`config.mk`:
```
export PLATFORM = sky130hd
export DESIGN_NAME = tire_pressure_drop_warning
export DESIGN_NICKNAME = d
export VERILOG_FILES = /design/src/tpdw_pkg.sv /design/src/tpdw_eval.sv /design/src/tpdw_state.sv /design/src/tire_pressure_drop_warning.sv
export SDC_FILE = /design/constraint.sdc
export NUM_CORES = 1
export LEC_CHECK = 0
export BUFFER_PORTS_ARGS = -buffer_cell sky130_fd_sc_hd__buf_4
export CORE_MARGIN = 2
export CORE_UTILIZATION = 35
export CTS_CLUSTER_SIZE = 8
export DETAILED_ROUTE_END_ITERATION = 8
export SLEW_MARGIN = 40
export SYNTH_ARGS = -nofsm -noshare
export SYNTH_HDL_FRONTEND = slang
export SYNTH_SLANG_ARGS = --single-unit
```
`constraint.sdc`:
```
create_clock -name clk -period 4 [get_ports clk]
set_input_delay 0.4 -clock clk [delete_from_list [all_inputs] [get_ports clk]]
set_output_delay 0.4 -clock clk [all_outputs]
set_load 0.05 [all_outputs]
```
`src/tpdw_pkg.sv`:
```
// ---------------------------------------------------------------------------
// tpdw_pkg: shared types and constants of the tyre pressure-drop warning
// Opcodes, sensor mode codes, speed limit and the item/update structs used
// between the evaluation logic and the per-wheel state.
// ---------------------------------------------------------------------------
package tpdw_pkg;

  localparam logic [1:0] OP_EVAL      = 2'd0;
  localparam logic [1:0] OP_CLEAR_ONE = 2'd1;
  localparam logic [1:0] OP_CLEAR_ALL = 2'd2;

  localparam logic [1:0]  MODE_MASK      = 2'h3;
  localparam logic [1:0]  MODE_DELTA     = 2'h2;
  localparam logic [15:0] MIN_SPEED      = 16'd20;
  localparam logic [7:0]  THRESHOLD_INIT = 8'd16;

  // One registered input item
  typedef struct packed {
    logic [1:0]  opcode;
    logic [1:0]  wheel;
    logic [7:0]  pressure;
    logic [1:0]  sensor_mode;
    logic [15:0] vehicle_speed;
  } item_t;

  // State update requested by one item
  typedef struct packed {
    logic       wr_ref;
    logic [7:0] ref_val;
    logic       wr_flag;
    logic       flag_val;
    logic       clr_one;
    logic       clr_all;
  } upd_t;

endpackage

```
`src/tpdw_eval.sv`:
```
// ---------------------------------------------------------------------------
// tpdw_eval: decision logic for one item
// Compares the sample against the selected wheel's reference and warning bit
// and produces the result bit together with the state update.
// ---------------------------------------------------------------------------
module tpdw_eval (
  input  tpdw_pkg::item_t item,
  input  logic            wheel_hit,
  input  logic [7:0]      ref_sel,
  input  logic            flag_sel,
  input  logic [7:0]      threshold,
  output logic            result,
  output tpdw_pkg::upd_t  upd
);

  logic [8:0] drop_sum;
  logic       speed_zero;
  logic       drop_seen;

  // Compare without wrap: the sum carries a ninth bit
  assign drop_sum   = {1'b0, item.pressure} + {1'b0, threshold};
  assign speed_zero = (item.vehicle_speed == '0);
  assign drop_seen  = ((item.sensor_mode & tpdw_pkg::MODE_MASK) == tpdw_pkg::MODE_DELTA) &&
                      (item.vehicle_speed >= tpdw_pkg::MIN_SPEED) &&
                      (drop_sum <= {1'b0, ref_sel});

  // Decide result and state update
  always_comb begin
    result       = 1'b0;
    upd          = '0;
    upd.ref_val  = item.pressure;
    case (item.opcode)
      tpdw_pkg::OP_EVAL: begin
        if (wheel_hit) begin
          if (ref_sel == '0) begin
            // learn the wheel
            upd.wr_ref   = 1'b1;
            upd.wr_flag  = 1'b1;
            upd.flag_val = 1'b0;
          end else if (drop_seen) begin
            upd.wr_flag  = 1'b1;
            upd.flag_val = 1'b1;
            result       = 1'b1;
          end else if (flag_sel) begin
            // hold the warning until the vehicle stands
            if (speed_zero) begin
              upd.wr_flag  = 1'b1;
              upd.flag_val = 1'b0;
            end else begin
              result = 1'b1;
            end
          end else begin
            // relearn at standstill
            upd.wr_ref = speed_zero;
          end
        end
      end
      tpdw_pkg::OP_CLEAR_ONE: begin
        upd.clr_one = wheel_hit;
        upd.clr_all = !wheel_hit;
      end
      tpdw_pkg::OP_CLEAR_ALL: begin
        upd.clr_all = 1'b1;
      end
      default: begin
        result = 1'b0;
      end
    endcase
  end

endmodule

```
`src/tpdw_state.sv`:
```
// ---------------------------------------------------------------------------
// tpdw_state: per-wheel reference pressures and warning bits
// Selects the addressed wheel's entries and applies the update of an item.
// ---------------------------------------------------------------------------
module tpdw_state #(
  parameter int WHEELS = 4
) (
  input  logic           clk,
  input  logic           rst,
  input  logic [1:0]     wheel,
  input  logic           upd_en,
  input  tpdw_pkg::upd_t upd,
  output logic           wheel_hit,
  output logic [7:0]     ref_sel,
  output logic           flag_sel
);

  logic [7:0]        ref_pressure [WHEELS];
  logic [WHEELS-1:0] warn_flag;
  logic [WHEELS-1:0] sel;

  // Decode the wheel index
  always_comb begin
    for (int i = 0; i < WHEELS; i++) begin
      sel[i] = (int'(wheel) == i);
    end
  end

  // Read the selected wheel
  always_comb begin
    ref_sel  = '0;
    flag_sel = 1'b0;
    for (int i = 0; i < WHEELS; i++) begin
      if (sel[i]) begin
        ref_sel  = ref_pressure[i];
        flag_sel = warn_flag[i];
      end
    end
  end

  assign wheel_hit = |sel;

  // Update references and warning bits
  always_ff @(posedge clk) begin
    if (rst) begin
      for (int i = 0; i < WHEELS; i++) begin
        ref_pressure[i] <= '0;
      end
      warn_flag <= '0;
    end else if (upd_en) begin
      for (int i = 0; i < WHEELS; i++) begin
        if (upd.clr_all || (upd.clr_one && sel[i])) begin
          ref_pressure[i] <= '0;
        end else if (upd.wr_ref && sel[i]) begin
          ref_pressure[i] <= upd.ref_val;
        end
        if (upd.wr_flag && sel[i]) begin
          warn_flag[i] <= upd.flag_val;
        end
      end
    end
  end

endmodule

```
`src/tire_pressure_drop_warning.sv`:
```
// ---------------------------------------------------------------------------
// tire_pressure_drop_warning: per-wheel hard pressure-drop warning
// Keeps a learned reference pressure and a warning bit for each wheel and
// answers every item with one warning bit.
// ---------------------------------------------------------------------------
// Usage:
//   Input channel (in_valid / in_stall) carries opcode, wheel, pressure,
//   sensor_mode and vehicle_speed. Opcode evaluate checks a sample, clear one
//   and clear all forget learned references (warning bits are kept).
//   Output channel (out_valid / out_stall) returns the warning bit, one item
//   for every input item, in order; reset items always return 0.
//   Configuration channel (cfg_valid / cfg_ready) writes drop_threshold; it
//   is always ready; the user must write it only while the block is idle;
//   the block itself does not enforce this. The item waits in the input
//   register; when the result register is free, the compare and update
//   load the result register and out_valid rises. Throughput is one item
//   per cycle while the receiver does not stall; the per-wheel registers
//   are read and written in that single cycle, so the next item sees the
//   new state. When the receiver stalls, the result register holds its
//   item and the input register can still take one more before in_stall
//   rises. Reset (rst, synchronous) empties both registers, sets the
//   threshold to 16 and marks every wheel unlearned with its warning clear.
// ---------------------------------------------------------------------------
module tire_pressure_drop_warning #(
  parameter int WHEELS = 4
) (
  input  logic        clk,
  input  logic        rst,
  input  logic        in_valid,
  output logic        in_stall,
  input  logic [1:0]  opcode,
  input  logic [1:0]  wheel,
  input  logic [7:0]  pressure,
  input  logic [1:0]  sensor_mode,
  input  logic [15:0] vehicle_speed,
  output logic        out_valid,
  input  logic        out_stall,
  output logic        warning,
  input  logic        cfg_valid,
  output logic        cfg_ready,
  input  logic [7:0]  drop_threshold
);

  tpdw_pkg::item_t item_q;
  logic            item_valid;
  logic            advance;
  logic [7:0]      threshold;
  logic            wheel_hit;
  logic [7:0]      ref_sel;
  logic            flag_sel;
  logic            result;
  tpdw_pkg::upd_t  upd;

  // Move the held item on when the result register is free
  assign advance   = item_valid && (!out_valid || !out_stall);
  assign in_stall  = item_valid && !advance;
  assign cfg_ready = 1'b1;

  // Threshold register
  always_ff @(posedge clk) begin
    if (rst) begin
      threshold <= tpdw_pkg::THRESHOLD_INIT;
    end else if (cfg_valid && cfg_ready) begin
      threshold <= drop_threshold;
    end
  end

  // Input register
  always_ff @(posedge clk) begin
    if (rst) begin
      item_valid <= 1'b0;
    end else if (in_valid && !in_stall) begin
      item_valid <= 1'b1;
    end else if (advance) begin
      item_valid <= 1'b0;
    end
  end

  always_ff @(posedge clk) begin
    if (in_valid && !in_stall) begin
      item_q.opcode        <= opcode;
      item_q.wheel         <= wheel;
      item_q.pressure      <= pressure;
      item_q.sensor_mode   <= sensor_mode;
      item_q.vehicle_speed <= vehicle_speed;
    end
  end

  tpdw_state #(
    .WHEELS(WHEELS)
  ) u_state (
    .clk      (clk),
    .rst      (rst),
    .wheel    (item_q.wheel),
    .upd_en   (advance),
    .upd      (upd),
    .wheel_hit(wheel_hit),
    .ref_sel  (ref_sel),
    .flag_sel (flag_sel)
  );

  tpdw_eval u_eval (
    .item     (item_q),
    .wheel_hit(wheel_hit),
    .ref_sel  (ref_sel),
    .flag_sel (flag_sel),
    .threshold(threshold),
    .result   (result),
    .upd      (upd)
  );

  // Result register
  always_ff @(posedge clk) begin
    if (rst) begin
      out_valid <= 1'b0;
    end else if (advance) begin
      out_valid <= 1'b1;
    end else if (!out_stall) begin
      out_valid <= 1'b0;
    end
  end

  always_ff @(posedge clk) begin
    if (advance) begin
      warning <= result;
    end
  end

  // Checks
  a_stall_only_when_full: assert property (@(posedge clk) disable iff (rst)
    !item_valid |-> !in_stall)
    else $error("input stalled with an empty input register");

  a_reset_item_no_warning: assert property (@(posedge clk) disable iff (rst)
    (advance && item_q.opcode != tpdw_pkg::OP_EVAL) |=> (out_valid && !warning))
    else $error("reset item returned a warning");

  a_standstill_no_warning: assert property (@(posedge clk) disable iff (rst)
    (advance && item_q.vehicle_speed == '0) |=> (out_valid && !warning))
    else $error("warning reported at standstill");

endmodule
```
==> results_dict.tcl <==
set metrics [dict create \
    status "finished, final reports clean" \
    die-area_mm2 0.0111 \
    top_layer "met4" \
    route.vias.total 2400 \
    rsz0062_at_grt "false" \
    rrSetupSlack_ps 590 \
    hpwl_mm 5.43 \
    maxCapViolCount 0 \
    peakVddDrop_uv 189 \
    cp-start-kind "register" \
    row_count 37 \
    slew_violations 0 \
    grt_pass1_wl_mm 12.0 \
    hold_path_class "input pin to register" \
    cp-endpoint "u_state.warn_flag[3]" \
    wire_per_inst_um 15.2 \
    start_util_pct 35.4 \
    p_seq_share_pct 53.4 \
    synth_area_per_cell_um2 12.5 \
    synth-edff-count 63 \
    port_buffers 45 \
    die_x_um 106 \
    met3_length_um 351 \
    yosys.area.top_type "edfxtp_1" \
    fin_cells 483 \
    synthArstFlopShare_pct 0 \
    fill_cells 970 \
    p_sw_share_pct 23.8 \
    drive_above_1_share_pct 23.6 \
    power.density_mw_per_mm2 403 \
    dp_slack_ps 607 \
    synthTopCellsByCount "edfxtp_1, nor2_1, nand2_1" \
    dpl_cell_area_mm2 0.00411 \
    critPathRequiredTime_ps 4230 \
    grt_util_all_layers_pct 14.4 \
    nNetsFinal 402 \
    worst_pin_slew_ps 660 \
    die_h_um 106 \
    rr_startpoint "item_q[18]" \
    setup_ws_ps 593 \
    clockRootBuffer "clkbuf_8" \
    antenna_found_initial 0 \
    htree_levels 3 \
    cts_inserted_buffers 9 \
    yosys_warnings 0 \
    clkPwrFrac_pct 34.1 \
    wirelength_mm 7.34 \
    drt-pass1-iter-count 4 \
    ys_ff_latch 77 \
    combPwrFrac_pct 12.5 \
    synthMuxAreaShare_pct 7.56 \
    clk_pin_slew_ps 80 \
    cp-startpoint "item_q[18]" \
    globalRoute.totalOverflow 0 \
    fmax_mhz 293 \
    route.detailed.drc 0 \
    synth.top_cells.by_area "edfxtp_1, dfxtp_1, mux4_2" \
    worst-setup-path-type "register to register" \
    grt_pass1_vias 2441 \
    timing.rr.end "u_state.warn_flag[3]" \
    synth_cells 289 \
    p_switching_mw 0.413 \
    slew_headroom_pct 56.0 \
    period_needed_ps 3410 \
    initialDrtViolationCount 95 \
    wl_met2_mm 3.62 \
    wl_met1_mm 3.23 \
    postCtsSetupBuffers 0 \
    rr_worst_depth 15 \
    synth-xor-area-share_pct 1.21 \
    synth_top_family_by_area "simple AND/OR/NAND/NOR gates" \
    grt_max_degree 31 \
    synth_top_area_share_pct 52.5 \
    seq_area_frac_synth_pct 60.2 \
    finalHoldViolCount 0 \
    cts_resized 0 \
    syn2layout_area_growth_pct 19.7 \
    tns_ps 0 \
    crit_fanout 4 \
    finalSetupViolCount 0 \
    cts_tree "yes" \
    arrival_ps 3640 \
    core-area_mm2 0.0102 \
    leakage_nw 1.62 \
    ant_nets 0 \
    skew_ps 6.86 \
    synthAdderAreaFrac_pct 6.11 \
    synthSimpleGateAreaFrac_pct 13.7 \
    place_inst 467 \
    synth_area_mm2 0.00361 \
    cts.path.max_buffers 2 \
    synth.most_common_cell "edfxtp_1" \
    synth_compound_area_share_pct 7.98 \
    cts_num_sinks 77 \
    p_int_mw 1.33 \
    timing.final.crit_share_pct 85.2 \
    gp_congestion 0.829 \
    hold_buffers 0 \
    synth.net_count 349 \
    clock_latency_ps 350 \
    end_kind "register" \
    ys.flop_type "edfxtp_1" \
    diodes 0 \
    postLayoutCellArea_mm2 0.00432 \
    ios 47 \
    viasPerCell 4.97 \
    ys_types 48 \
]
-- final cells by class --
type                    instances  area [µm²]  area share, %
flip-flops and latches         77        2170           50.3
multi-input cells             188        1330           30.7
repair buffers                 51         383           8.87
clock buffers                  14         194           4.49
well taps                     136         170           3.94
inverters                      15        56.3           1.30
clock inverters                 2        13.8          0.319
-- worst max-delay path, cell delays in order, from the launching register on --
cell       delay [ps]
edfxtp_1          370
ha_1              180
inv_1              50
fa_1              400
nor2b_1           130
o21ai_1            80
a21boi_1          250
o21a_1            140
nor2_1             40
xnor2_1           120
ha_1              300
a211oi_1          310
o2111ai_1         170
a21oi_1           180
o21ai_1           170
a2111oi_1         390
-- cells in the final DEF (no fill, tap or decap), drive strengths merged, types with 4 or more instances in the layout --
master   n
ha      16
a21oi   12
o21a     4
mux4     9
dfxtp   14
xnor2    4
nor2    51
o21ai    4
inv     15
edfxtp  63
buf     51
nor3     8
clkbuf  14
nand3    5
nor2b    5
nand2   24
mux2i    7
nor4     5
-- state kept, by name, indices dropped and copies added (netlist names) --
signal and count:
u_state.ref_pressure 32, out_valid 1, threshold 8, item_valid 1, item_q 30, warning 1, u_state.warn_flag 4
-- power by group through the flow --
| stage | logic [mW] | registers, mW | clock network, mW |
|---|---|---|---|
| floorplan | 0.149 | 0.939 | 0 |
| global placement | 0.214 | 0.946 | 0 |
| detailed placement | 0.219 | 0.948 | 0 |
| CTS | 0.221 | 0.929 | 0.613 |
| global route | 0.245 | 0.933 | 0.649 |
| finish | 0.217 | 0.929 | 0.593 |
-- worst min path at each step --
stage,from,end,slack (ps),cells after the start
6_report,vehicle_speed[1],item_q[1],220,1
5_1_grt,vehicle_speed[7],item_q[7],200,1
4_1_cts,vehicle_speed[1],item_q[1],210,1
3_5_place_dp,item_valid,out_valid,480,2
3_3_place_gp,item_valid,out_valid,470,2
2_1_floorplan,item_valid,out_valid,450,2
-- logic make-up (layout without fill, tap and decap cells) --
family	after synthesis	count (layout)
xor gates and xnor gates	5	5
muxes	16	16
DFF	77	77
adders and majority gates	17	17
other	1	1
and+or+nand+nor	108	108
AOI/OAI and AO/OA	41	41
buffers and inverters	24	82
-- routing by layer --
layer | up-vias | global-route usage (%)
li1 | 1172 | -
met1 | 1154 | 17.8
met2 | 64 | 23.5
met3 | 10 | 4.76
met4 | 0 | 5.17
met5 | - | 0
-- stage by stage --
stage	hold slack, ps	total power, mW	utilization, %
finish	222	1.74	42.4
floorplan	450	1.09	-
CTS	206	1.76	42.4
global route	197	1.83	42.4
detailed placement	483	1.17	40.3
global placement	469	1.16	40.3
Note: power is estimated with default switching activity, not from simulation.
